<file path="src/sv/rpqm_pkg.sv">
// Shared types, field layout, operation codes and register indexes for the rate PID mixer.
package rpqm_pkg;

	localparam int COEF_W_DEF = 21;
	localparam int DATA_W_DEF = 32;

	localparam int ANG_W  = 16;
	localparam int REF_W  = 24;
	localparam int THR_W  = 24;
	localparam int SPD_W  = 32;
	localparam int IN_W   = 3 * ANG_W + 3 * REF_W + THR_W;
	localparam int OUT_W  = 4 * SPD_W;

	localparam int COEF_REG_W = 63;
	localparam int ISP_W      = 16;
	localparam int GAIN_W     = 16;
	localparam int LIM_W      = 32;
	localparam int CFG_W      = 63;
	localparam int CFG_IDX_W  = 3;

	localparam int MUL_W   = 25;
	localparam int CHUNK_W = 24;
	localparam int MIX_W   = 48;

	localparam logic [CFG_IDX_W-1:0] REG_PITCH_COEF = 3'd0;
	localparam logic [CFG_IDX_W-1:0] REG_ROLL_COEF  = 3'd1;
	localparam logic [CFG_IDX_W-1:0] REG_YAW_COEF   = 3'd2;
	localparam logic [CFG_IDX_W-1:0] REG_ISP        = 3'd3;
	localparam logic [CFG_IDX_W-1:0] REG_GAIN       = 3'd4;
	localparam logic [CFG_IDX_W-1:0] REG_LIM_HI     = 3'd5;
	localparam logic [CFG_IDX_W-1:0] REG_LIM_LO     = 3'd6;

	localparam logic [3:0] OP_NOP  = 4'd0;
	localparam logic [3:0] OP_LOAD = 4'd1;
	localparam logic [3:0] OP_RATE = 4'd2;
	localparam logic [3:0] OP_ERR  = 4'd3;
	localparam logic [3:0] OP_COEF = 4'd4;
	localparam logic [3:0] OP_FIN  = 4'd5;
	localparam logic [3:0] OP_MSUM = 4'd6;
	localparam logic [3:0] OP_MMUL = 4'd7;
	localparam logic [3:0] OP_MFIN = 4'd8;
	localparam logic [3:0] OP_OUT  = 4'd9;

	localparam logic [1:0] AX_ROLL  = 2'd0;
	localparam logic [1:0] AX_PITCH = 2'd1;
	localparam logic [1:0] AX_YAW   = 2'd2;

	localparam logic [1:0] ROT_FRONT = 2'd0;
	localparam logic [1:0] ROT_RIGHT = 2'd1;
	localparam logic [1:0] ROT_BACK  = 2'd2;
	localparam logic [1:0] ROT_LEFT  = 2'd3;

	typedef struct packed {
		logic [3:0] op;
		logic [1:0] axis;
		logic [1:0] k;
		logic       j;
		logic [1:0] rotor;
	} cmd_t;

	typedef struct packed {
		logic [COEF_REG_W-1:0] pitch_coef;
		logic [COEF_REG_W-1:0] roll_coef;
		logic [COEF_REG_W-1:0] yaw_coef;
		logic [ISP_W-1:0]      isp;
		logic [GAIN_W-1:0]     gain;
		logic [LIM_W-1:0]      lim_hi;
		logic [LIM_W-1:0]      lim_lo;
	} cfg_t;

endpackage

</file>
<file path="src/sv/rate_pid_quad_mixer_core.sv">
// Top level: rate PID on three axes with quad-X mixer, one result per input transfer.
// The three PID axes are processed first, then the four rotors, then the output register
// is loaded; all of this runs on one shared 25x25 multiplier.
// A new transfer is accepted only once the previous one is processed; a pending result
// waits in its output register while the next item is processed.
// Reset: asynchronous, active low; clears history, PID outputs and loads register defaults.
module rate_pid_quad_mixer_core import rpqm_pkg::*; #(
	parameter int COEF_WIDTH = COEF_W_DEF,
	parameter int DATA_WIDTH = DATA_W_DEF
) (
	input  logic                 clk,
	input  logic                 arst_n,
	input  logic                 s_tvalid,
	output logic                 s_tready,
	// roll_angle, pitch_angle, yaw_angle, roll_rate_ref, pitch_rate_ref,
	// yaw_rate_ref, base_thrust
	input  logic [IN_W-1:0]      s_tdata,
	output logic                 m_tvalid,
	input  logic                 m_tready,
	// rotor_front_speed, rotor_right_speed, rotor_back_speed, rotor_left_speed
	output logic [OUT_W-1:0]     m_tdata,
	input  logic                 cfg_we,
	input  logic [CFG_IDX_W-1:0] cfg_idx,
	input  logic [CFG_W-1:0]     cfg_data
);

	cfg_t cfg;
	cmd_t cmd;

	rpqm_cfg u_cfg (
		.clk      (clk),
		.arst_n   (arst_n),
		.cfg_we   (cfg_we),
		.cfg_idx  (cfg_idx),
		.cfg_data (cfg_data),
		.cfg      (cfg)
	);

	rpqm_ctrl #(.DW(DATA_WIDTH)) u_ctrl (
		.clk      (clk),
		.arst_n   (arst_n),
		.s_tvalid (s_tvalid),
		.s_tready (s_tready),
		.m_tvalid (m_tvalid),
		.m_tready (m_tready),
		.cmd      (cmd)
	);

	rpqm_dp #(.CW(COEF_WIDTH), .DW(DATA_WIDTH)) u_dp (
		.clk      (clk),
		.arst_n   (arst_n),
		.cmd      (cmd),
		.cfg      (cfg),
		.in_data  (s_tdata),
		.out_data (m_tdata)
	);

endmodule

</file>
<file path="src/sv/rpqm_cfg.sv">
// Configuration register bank.
module rpqm_cfg import rpqm_pkg::*; (
	input  logic                 clk,
	input  logic                 arst_n,
	input  logic                 cfg_we,
	input  logic [CFG_IDX_W-1:0] cfg_idx,
	input  logic [CFG_W-1:0]     cfg_data,
	output cfg_t                 cfg
);

	cfg_t cfg_q;

	always_ff @(posedge clk or negedge arst_n) begin
		if (!arst_n) begin
			cfg_q.pitch_coef <= '0;
			cfg_q.roll_coef  <= '0;
			cfg_q.yaw_coef   <= '0;
			cfg_q.isp        <= ISP_W'(100);
			cfg_q.gain       <= GAIN_W'(256);
			cfg_q.lim_hi     <= '0;
			cfg_q.lim_lo     <= '0;
		end else if (cfg_we) begin
			unique case (cfg_idx)
				REG_PITCH_COEF: cfg_q.pitch_coef <= cfg_data;
				REG_ROLL_COEF:  cfg_q.roll_coef  <= cfg_data;
				REG_YAW_COEF:   cfg_q.yaw_coef   <= cfg_data;
				REG_ISP:        cfg_q.isp        <= cfg_data[ISP_W-1:0];
				REG_GAIN:       cfg_q.gain       <= cfg_data[GAIN_W-1:0];
				REG_LIM_HI:     cfg_q.lim_hi     <= cfg_data[LIM_W-1:0];
				REG_LIM_LO:     cfg_q.lim_lo     <= cfg_data[LIM_W-1:0];
				default: ;
			endcase
		end
	end

	assign cfg = cfg_q;

endmodule

</file>
<file path="src/sv/rpqm_dp.sv">
// Datapath: input and state registers, shared multiplier, accumulator and mixer.
module rpqm_dp import rpqm_pkg::*; #(
	parameter int CW = COEF_W_DEF,
	parameter int DW = DATA_W_DEF
) (
	input  logic             clk,
	input  logic             arst_n,
	input  cmd_t             cmd,
	input  cfg_t             cfg,
	input  logic [IN_W-1:0]  in_data,
	output logic [OUT_W-1:0] out_data
);

	localparam int NCH = (DW + CHUNK_W - 1) / CHUNK_W;
	localparam int EXW = NCH * CHUNK_W;
	localparam int EW  = (DW > 36 ? DW : 36) + 1;
	localparam int AW  = (CW + DW + 3 > 66) ? CW + DW + 3 : 66;
	localparam int RW  = AW - 8;
	localparam int SW  = (DW > 25 ? DW : 25) + 3;
	localparam int SWX = (SW > MIX_W) ? SW : MIX_W;

	localparam logic signed [EW-1:0]  EMAX = {{(EW-DW+1){1'b0}}, {(DW-1){1'b1}}};
	localparam logic signed [EW-1:0]  EMIN = ~EMAX;
	localparam logic signed [RW-1:0]  RMAX = {{(RW-DW+1){1'b0}}, {(DW-1){1'b1}}};
	localparam logic signed [RW-1:0]  RMIN = ~RMAX;
	localparam logic signed [AW-1:0]  OMAX = {{(AW-SPD_W+1){1'b0}}, {(SPD_W-1){1'b1}}};
	localparam logic signed [AW-1:0]  OMIN = ~OMAX;
	localparam logic signed [SWX-1:0] BND  = {{(SWX-47){1'b0}}, 1'b1, {46{1'b0}}};
	localparam logic signed [SWX-1:0] NBND = -BND;
	localparam logic signed [AW-1:0]  PID_RND = AW'(128);
	localparam logic signed [AW-1:0]  MIX_RND = AW'(256);

	logic signed [ANG_W-1:0]   ang_q [3];
	logic signed [REF_W-1:0]   ref_q [3];
	logic        [THR_W-1:0]   thr_q;
	logic signed [ANG_W-1:0]   prev_q [3];
	logic signed [DW-1:0]      eh1_q [3];
	logic signed [DW-1:0]      eh2_q [3];
	logic signed [DW-1:0]      u_q [3];
	logic signed [DW-1:0]      e0_q;
	logic signed [MIX_W-1:0]   s_q;
	logic signed [AW-1:0]      acc_q;
	logic signed [SPD_W-1:0]   rot_q [4];
	logic        [OUT_W-1:0]   out_q;
	logic signed [2*MUL_W-1:0] prod_s1;
	logic                      acc_en_s1;
	logic                      sh_s1;

	logic signed [MUL_W-1:0]   mul_a;
	logic signed [MUL_W-1:0]   mul_b;
	logic signed [2*MUL_W-1:0] prod;
	logic signed [AW-1:0]      addend;
	logic signed [DW-1:0]      e0_new;
	logic signed [DW-1:0]      u_new;
	logic signed [MIX_W-1:0]   s_new;
	logic signed [SPD_W-1:0]   spd_new;
	logic signed [AW-1:0]      acc_init;

	always_comb begin
		logic signed [ANG_W:0]      diff;
		logic        [COEF_REG_W-1:0] creg;
		logic signed [CW-1:0]       q;
		logic signed [DW-1:0]       esel;
		logic signed [EXW-1:0]      ex;
		logic        [CHUNK_W-1:0]  ch;
		logic signed [EW-1:0]       rt;
		logic signed [EW-1:0]       dd;
		logic signed [RW-1:0]       raw;
		logic signed [RW-1:0]       lhi;
		logic signed [RW-1:0]       llo;
		logic signed [SWX-1:0]      sp;
		logic signed [SWX-1:0]      sr;
		logic signed [SWX-1:0]      sy;
		logic signed [SWX-1:0]      st;
		logic signed [SWX-1:0]      sm;
		logic signed [AW-1:0]       v;

		diff = {ang_q[cmd.axis][ANG_W-1], ang_q[cmd.axis]}
			- {prev_q[cmd.axis][ANG_W-1], prev_q[cmd.axis]};

		unique case (cmd.axis)
			AX_ROLL:  creg = cfg.roll_coef;
			AX_PITCH: creg = cfg.pitch_coef;
			default:  creg = cfg.yaw_coef;
		endcase
		q = $signed(creg[cmd.k*CW +: CW]);

		unique case (cmd.k)
			2'd0:    esel = e0_q;
			2'd1:    esel = eh1_q[cmd.axis];
			default: esel = eh2_q[cmd.axis];
		endcase
		ex = EXW'(esel);
		ch = ex[cmd.j*CHUNK_W +: CHUNK_W];

		unique case (cmd.op)
			OP_RATE: begin
				mul_a = MUL_W'(diff);
				mul_b = MUL_W'({1'b0, cfg.isp});
			end
			OP_COEF: begin
				mul_a = MUL_W'(q);
				if (int'(cmd.j) == NCH - 1)
					mul_b = {ch[CHUNK_W-1], ch};
				else
					mul_b = {1'b0, ch};
			end
			OP_MMUL: begin
				mul_a = MUL_W'({1'b0, cfg.gain});
				if (cmd.j)
					mul_b = {s_q[MIX_W-1], s_q[MIX_W-1:CHUNK_W]};
				else
					mul_b = {1'b0, s_q[CHUNK_W-1:0]};
			end
			default: begin
				mul_a = '0;
				mul_b = '0;
			end
		endcase
		prod = mul_a * mul_b;

		addend = sh_s1 ? (AW'(prod_s1) <<< CHUNK_W) : AW'(prod_s1);

		// measured rate is doubled product of angle step and sample rate
		rt = EW'($signed(prod_s1[2*(ANG_W+1)-1:0])) <<< 1;
		dd = EW'(ref_q[cmd.axis]) - rt;
		if (dd > EMAX)
			e0_new = EMAX[DW-1:0];
		else if (dd < EMIN)
			e0_new = EMIN[DW-1:0];
		else
			e0_new = dd[DW-1:0];
		acc_init = (AW'(u_q[cmd.axis]) <<< 8) + PID_RND;

		// when lim_hi is nonzero: upper bound first, lower bound wins
		raw = RW'(acc_q >>> 8);
		lhi = RW'($signed(cfg.lim_hi));
		llo = RW'($signed(cfg.lim_lo));
		if (cfg.lim_hi != '0) begin
			if (raw > lhi)
				raw = lhi;
			if (raw < llo)
				raw = llo;
		end
		if (raw > RMAX)
			u_new = RMAX[DW-1:0];
		else if (raw < RMIN)
			u_new = RMIN[DW-1:0];
		else
			u_new = raw[DW-1:0];

		sp = SWX'(u_q[AX_PITCH]);
		sr = SWX'(u_q[AX_ROLL]);
		sy = SWX'(u_q[AX_YAW]) <<< 1;
		st = SWX'({1'b0, thr_q, 1'b0});
		unique case (cmd.rotor)
			ROT_FRONT: sm = st - sp - sr - sy;
			ROT_RIGHT: sm = st + sp - sr + sy;
			ROT_BACK:  sm = st + sp + sr - sy;
			default:   sm = st - sp + sr + sy;
		endcase
		if (sm > BND)
			sm = BND;
		if (sm < NBND)
			sm = NBND;
		s_new = sm[MIX_W-1:0];

		v = acc_q >>> 9;
		if (v > OMAX)
			spd_new = OMAX[SPD_W-1:0];
		else if (v < OMIN)
			spd_new = OMIN[SPD_W-1:0];
		else
			spd_new = v[SPD_W-1:0];
	end

	always_ff @(posedge clk or negedge arst_n) begin
		if (!arst_n) begin
			for (int i = 0; i < 3; i++) begin
				prev_q[i] <= '0;
				eh1_q[i]  <= '0;
				eh2_q[i]  <= '0;
				u_q[i]    <= '0;
			end
			acc_en_s1 <= 1'b0;
		end else begin
			acc_en_s1 <= (cmd.op == OP_COEF) || (cmd.op == OP_MMUL);
			if (cmd.op == OP_FIN) begin
				prev_q[cmd.axis] <= ang_q[cmd.axis];
				eh2_q[cmd.axis]  <= eh1_q[cmd.axis];
				eh1_q[cmd.axis]  <= e0_q;
				u_q[cmd.axis]    <= u_new;
			end
		end
	end

	always_ff @(posedge clk) begin
		prod_s1 <= prod;
		sh_s1   <= cmd.j;
		unique case (cmd.op)
			OP_LOAD: begin
				ang_q[0] <= in_data[0 +: ANG_W];
				ang_q[1] <= in_data[ANG_W +: ANG_W];
				ang_q[2] <= in_data[2*ANG_W +: ANG_W];
				ref_q[0] <= in_data[3*ANG_W +: REF_W];
				ref_q[1] <= in_data[3*ANG_W+REF_W +: REF_W];
				ref_q[2] <= in_data[3*ANG_W+2*REF_W +: REF_W];
				thr_q    <= in_data[3*ANG_W+3*REF_W +: THR_W];
			end
			OP_ERR: begin
				e0_q  <= e0_new;
				acc_q <= acc_init;
			end
			OP_MSUM: begin
				s_q   <= s_new;
				acc_q <= MIX_RND;
			end
			OP_MFIN: rot_q[cmd.rotor] <= spd_new;
			OP_OUT:  out_q <= {rot_q[3], rot_q[2], rot_q[1], rot_q[0]};
			default: ;
		endcase
		if (acc_en_s1)
			acc_q <= acc_q + addend;
	end

	assign out_data = out_q;

endmodule

</file>
<file path="src/sv/rpqm_ctrl.sv">
// Sequencer: steps the datapath through three PID axes and four rotors per transfer.
module rpqm_ctrl import rpqm_pkg::*; #(
	parameter int DW = DATA_W_DEF
) (
	input  logic clk,
	input  logic arst_n,
	input  logic s_tvalid,
	output logic s_tready,
	output logic m_tvalid,
	input  logic m_tready,
	output cmd_t cmd
);

	localparam int NCH = (DW + CHUNK_W - 1) / CHUNK_W;

	localparam logic [3:0] ST_IDLE   = 4'd0;
	localparam logic [3:0] ST_RATE   = 4'd1;
	localparam logic [3:0] ST_ERR    = 4'd2;
	localparam logic [3:0] ST_COEF   = 4'd3;
	localparam logic [3:0] ST_DRAIN  = 4'd4;
	localparam logic [3:0] ST_FIN    = 4'd5;
	localparam logic [3:0] ST_MSUM   = 4'd6;
	localparam logic [3:0] ST_MMUL   = 4'd7;
	localparam logic [3:0] ST_MDRAIN = 4'd8;
	localparam logic [3:0] ST_MFIN   = 4'd9;
	localparam logic [3:0] ST_DONE   = 4'd10;

	logic [3:0] state_q;
	logic [1:0] axis_q;
	logic [1:0] k_q;
	logic       j_q;
	logic [1:0] rotor_q;
	logic       m_tvalid_q;
	logic       out_free;
	logic       done_fire;

	assign out_free  = !m_tvalid_q || m_tready;
	assign done_fire = (state_q == ST_DONE) && out_free;
	assign s_tready  = (state_q == ST_IDLE);
	assign m_tvalid  = m_tvalid_q;

	always_comb begin
		cmd.axis  = axis_q;
		cmd.k     = k_q;
		cmd.j     = j_q;
		cmd.rotor = rotor_q;
		unique case (state_q)
			ST_IDLE:  cmd.op = s_tvalid ? OP_LOAD : OP_NOP;
			ST_RATE:  cmd.op = OP_RATE;
			ST_ERR:   cmd.op = OP_ERR;
			ST_COEF:  cmd.op = OP_COEF;
			ST_FIN:   cmd.op = OP_FIN;
			ST_MSUM:  cmd.op = OP_MSUM;
			ST_MMUL:  cmd.op = OP_MMUL;
			ST_MFIN:  cmd.op = OP_MFIN;
			ST_DONE:  cmd.op = out_free ? OP_OUT : OP_NOP;
			default:  cmd.op = OP_NOP;
		endcase
	end

	always_ff @(posedge clk or negedge arst_n) begin
		if (!arst_n) begin
			state_q    <= ST_IDLE;
			axis_q     <= '0;
			k_q        <= '0;
			j_q        <= 1'b0;
			rotor_q    <= '0;
			m_tvalid_q <= 1'b0;
		end else begin
			if (m_tvalid_q && m_tready && !done_fire)
				m_tvalid_q <= 1'b0;
			unique case (state_q)
				ST_IDLE: begin
					if (s_tvalid) begin
						axis_q  <= '0;
						state_q <= ST_RATE;
					end
				end
				ST_RATE: state_q <= ST_ERR;
				ST_ERR: begin
					k_q     <= '0;
					j_q     <= 1'b0;
					state_q <= ST_COEF;
				end
				ST_COEF: begin
					if (int'(j_q) == NCH - 1) begin
						j_q <= 1'b0;
						if (k_q == 2'd2)
							state_q <= ST_DRAIN;
						else
							k_q <= k_q + 2'd1;
					end else begin
						j_q <= 1'b1;
					end
				end
				ST_DRAIN: state_q <= ST_FIN;
				ST_FIN: begin
					if (axis_q == AX_YAW) begin
						rotor_q <= ROT_FRONT;
						state_q <= ST_MSUM;
					end else begin
						axis_q  <= axis_q + 2'd1;
						state_q <= ST_RATE;
					end
				end
				ST_MSUM: begin
					j_q     <= 1'b0;
					state_q <= ST_MMUL;
				end
				ST_MMUL: begin
					if (j_q) begin
						j_q     <= 1'b0;
						state_q <= ST_MDRAIN;
					end else begin
						j_q <= 1'b1;
					end
				end
				ST_MDRAIN: state_q <= ST_MFIN;
				ST_MFIN: begin
					if (rotor_q == ROT_LEFT) begin
						state_q <= ST_DONE;
					end else begin
						rotor_q <= rotor_q + 2'd1;
						state_q <= ST_MSUM;
					end
				end
				ST_DONE: begin
					if (out_free) begin
						m_tvalid_q <= 1'b1;
						state_q    <= ST_IDLE;
					end
				end
				default: state_q <= ST_IDLE;
			endcase
		end
	end

`ifndef SYNTHESIS
	a_accept_starts: assert property (@(posedge clk) disable iff (!arst_n)
		s_tvalid && s_tready |=> state_q == ST_RATE && axis_q == AX_ROLL)
		else $error("accepted transfer did not start the roll axis");
	a_valid_from_done: assert property (@(posedge clk) disable iff (!arst_n)
		$rose(m_tvalid_q) |-> $past(state_q) == ST_DONE)
		else $error("result raised outside completion");
	a_done_releases: assert property (@(posedge clk) disable iff (!arst_n)
		done_fire |=> state_q == ST_IDLE && m_tvalid_q)
		else $error("completion did not present result");
	a_counters: assert property (@(posedge clk) disable iff (!arst_n)
		axis_q != 2'd3 && k_q != 2'd3)
		else $error("axis or coefficient counter out of range");
`endif

endmodule

</file>
<file path="config.mk">
export PLATFORM = sky130hd
export DESIGN_NAME = rate_pid_quad_mixer_core
export DESIGN_NICKNAME = d
export VERILOG_FILES = /design/src/sv/rpqm_pkg.sv /design/src/sv/rate_pid_quad_mixer_core.sv /design/src/sv/rpqm_cfg.sv /design/src/sv/rpqm_dp.sv /design/src/sv/rpqm_ctrl.sv
export SDC_FILE = /design/constraint.sdc
export NUM_CORES = 2
export LEC_CHECK = 0
export BUFFER_PORTS_ARGS = -buffer_cell sky130_fd_sc_hd__buf_2
export CAP_MARGIN = 20
export CORE_MARGIN = 5
export CORE_UTILIZATION = 27
export DETAILED_ROUTE_END_ITERATION = 8
export GPL_TIMING_DRIVEN = 0
export PLACE_DENSITY = 0.51
export SLEW_MARGIN = 20
export SYNTH_ARGS = -nofsm -noshare
export SYNTH_HDL_FRONTEND = slang
export SYNTH_SLANG_ARGS = --single-unit
</file>
<file path="constraint.sdc">
create_clock -name clk -period 12.3 [get_ports clk]
set_clock_uncertainty 0.15 [all_clocks]
set_input_delay 1.23 -clock clk [delete_from_list [all_inputs] [get_ports clk]]
set_output_delay 1.23 -clock clk [all_outputs]
set_load 0.05 [all_outputs]
</file>
==> run_results.csv <==
group,metric,value,unit
placed_design,hpwl,299.4,mm
global_route,grt_usage,20.46,%
global_route,grt_pass1_wl,525.5,mm
die,io_pins,345,
placed_design,dpl_worst_slack,-5638,ps
routing,routed_via_density,5.043,
logic_synthesis,muxShareOfSynthArea,5.758,%
critical_path,cpPeakStageDelay,990,ps
critical_path,crit_path_end,"u_dp.prod_s1[48]$_DFF_P_",
routing,first_iter_violations,7416,
die,core_area,337400,um^2
global_route,antenna_found_initial,43,
logic_synthesis,synth.cell_area,91610,um^2
logic_synthesis,synth_ff_type,"dfrtp_1",
logic_synthesis,synth_top_family_by_area,"adder cells",
die,dieWidth,592.5,um
logic_synthesis,ys_ff_latch,1231,
logic_synthesis,synthArstFlopShare,51.50,%
timing,max_slew_margin,17.82,%
critical_path,cp_slowest_cell,"a221oi_1",
logic_synthesis,ys_types,86,
critical_path,regToRegSetupSlack,190,ps
timing,setup_violations,0,
routing,drt-total-wl,369.8,mm
critical_path,path_common_cell,"fa_1",
critical_path,reg2reg_to,"u_dp.prod_s1[48]$_DFF_P_",
critical_path,cp_num_buf_inv,8,
critical_path,setup.worst_path.start,"u_ctrl.k_q[0]$_DFFE_PN0P_",
global_route,grt_pass1_vias,72760,
logic_synthesis,ys_seq_area_share,36.33,%
critical_path,crit_path_end_kind,"flip-flop",
critical_path,critPathArrivalTime,12720,ps
cts,clock_latency,950,ps
routing,detail_route.wl_per_cell,25.03,um
timing,final_max_slew_viol_count,0,
placed_design,numPortBuffers,342,
cts,cts.hold.buffers_added,0,
cts,cts_buffers,151,
critical_path,critical_path_cell_count,35,
critical_path,required,12910,ps
logic_synthesis,yosys.area_share.adder,21.52,%
logic_synthesis,syn_area_per_cell,9.582,um^2
die,die_h,592.5,um
logic_synthesis,synth-compound-area-share,14.26,%
logic_synthesis,synth_warnings,0,
logic_synthesis,synth_xor_area_share,3.317,%
timing,hold_viol,0,
hold_path,hold_path.startpoint,"u_ctrl.j_q$_DFFE_PN0P_",
global_route,grt.overflow.total,0,
logic_synthesis,synth_edf_count,546,
layout,fin_nets,11550,
critical_path,path_class,"reg -> reg",
cts,clock_tree.buffer_depth,4,
routing,drt-pass1-iter-count,8,
timing,clock.fmax,0.08255,GHz
die,die_area,351100,um^2
placed_design,globalplace.congestion,0.9911,
cts,htree_levels,4,
die,initial_utilization,27.15,%
cts,tritoncts,"built",
critical_path,cp-start-kind,"flip-flop",
layout,areaGrowthSynthToFinish,15.72,%
cts,cts.sinks,1231,
die,rows,213,
timing,finalCriticalPeriod,12110,ps
routing,vias,74500,
logic_synthesis,synth-simple-area-share,12.57,%
outcome,status,"complete, no violations",
critical_path,crit_family,"adder cells",
global_route,grt_max_degree,93,
cts,clk_pin_slew_worst_paths,60,ps
routing,ant_nets,0,
timing,fin_crit_sh,98.49,%
hold_path,hp-class,"reg -> reg",
logic_synthesis,synth_nets,10990,
timing,worst_pin_slew,1233,ps
cts,clock-root-buffer,"clkbuf_16",
timing,finalWorstSetupSlack,186.2,ps
run,drv_cap,0,
critical_path,cp_max_fo,12,
routing,drc,0,
layout,utilization,31.42,%
layout,drive_above_1_share,12.02,%
critical_path,worstRegToRegCells,35,
critical_path,rr_startpoint,"u_ctrl.k_q[0]$_DFFE_PN0P_",
logic_synthesis,netlist_instances,9561,
how the worst min path moves through the flow:
stage / to / slack (ps) / depth (start not counted)
after floorplan: u_dp.sh_s1$_DFF_P_ / 200 / 0
after global placement: u_dp.sh_s1$_DFF_P_ / 200 / 0
after detailed placement: u_dp.sh_s1$_DFF_P_ / 210 / 0
after CTS: u_dp.sh_s1$_DFF_P_ / 220 / 0
after global routing: u_dp.sh_s1$_DFF_P_ / 220 / 0
final: u_dp.sh_s1$_DFF_P_ / 220 / 0
timing repair:
action,CTS,global route
resized for setup,201,72
buffers inserted,15,19
pin swaps,6,17
setup endpoints to repair,44,49
registers in the layout (all words and copies together), names as in the netlist, 4 cells and up:
signal,cells
m_tdata,127
u_cfg.cfg,285
u_ctrl.state_q,4
u_dp.acc_q,66
u_dp.ang_q,48
u_dp.e0_q,32
u_dp.eh1_q,96
u_dp.eh2_q,96
u_dp.prev_q,48
u_dp.prod_s1,50
u_dp.ref_q,72
u_dp.rot_q,128
u_dp.s_q,48
u_dp.thr_q,24
u_dp.u_q,96
per-stage QoR:
stage,instance area (um^2),setup TNS (ps),hold WS (ps),cells
floorplan,91620,0,195.4,9561
global placement,98980,-3256690,199.9,14420
detailed placement,99980,-170560,205.7,14460
CTS,105700,-0.5240,219.0,14740
global route,106000,-41.90,222.8,14760
finish,106000,0,217.9,14770
synthesized netlist by cell type, drive strengths merged, types with 20 or more instances:
| cell | instances | share of area [%] |
|---|---|---|
| inv | 1058 | 4.3 |
| a211oi | 67 | 0.55 |
| o31ai | 31 | 0.25 |
| or2 | 31 | 0.21 |
| nor3 | 89 | 0.49 |
| fa | 596 | 13 |
| mux2i | 176 | 1.9 |
| dfrtp | 630 | 17 |
| a311oi | 101 | 0.97 |
| o21a | 59 | 0.48 |
| o2111ai | 20 | 0.19 |
| ha | 622 | 8.5 |
| o311a | 32 | 0.35 |
| clkbuf | 400 | 1.6 |
| o21ai | 546 | 3.0 |
| buf | 60 | 0.27 |
| or3 | 27 | 0.18 |
| and2 | 36 | 0.25 |
| a21o | 169 | 1.4 |
| o22ai | 21 | 0.15 |
| nor2b | 53 | 0.36 |
| o21bai | 67 | 0.55 |
| a21oi | 563 | 3.1 |
| edfxtp | 546 | 18 |
| nand2b | 101 | 0.69 |
| nand2 | 1220 | 5.0 |
| and3 | 33 | 0.23 |
| xnor2 | 250 | 2.4 |
| nor4 | 28 | 0.20 |
| o211ai | 22 | 0.18 |
| nand4 | 53 | 0.36 |
| xor2 | 97 | 0.93 |
| mux2 | 312 | 3.8 |
| a22oi | 63 | 0.52 |
| a22o | 48 | 0.46 |
| a221oi | 31 | 0.30 |
| nand3 | 93 | 0.51 |
| nor2 | 908 | 3.7 |
| a31oi | 56 | 0.38 |
| dfxtp | 51 | 1.1 |
final cells by class:
type	count	area, um^2
Antenna cell	22	55.05
Buffer	444	2043
Clock buffer	208	4310
Clock inverter	63	640.6
Fill cell	35480	231400
Inverter	1058	3990
Multi-Input combinational cell	6812	53240
Sequential cell	1231	33290
Tap cell	4515	5649
Timing Repair Buffer	421	2793
logic make-up after synthesis:
family | Yosys count
muxes | 488
buffers and inverters | 1518
and+or+nand+nor | 2715
xor gates and xnor gates | 347
DFF | 1231
adders and majority gates | 1218
AOI/OAI and AO/OA | 2044
cell usage in the layout (no fill, tap or decap), drive strengths merged, types with 546 or more instances in the layout:
cell	count
edfxtp	546
clkbuf	590
nor2	908
o21ai	546
ha	622
a21oi	563
nand2	1220
dfrtp	630
inv	1074
fa	596
routing by layer:
metal,GRT usage (%),up-vias,part of all wire [%]
met4,10.52,8,6.2
met1,28.61,37070,44
met2,30.10,3035,42
met3,3.794,616,8.1
met5,0,-,0.012
li1,-,33770,-
Power is not shown: default switching activity piles up to over one toggle a cycle in this logic, so the estimate is an artifact.
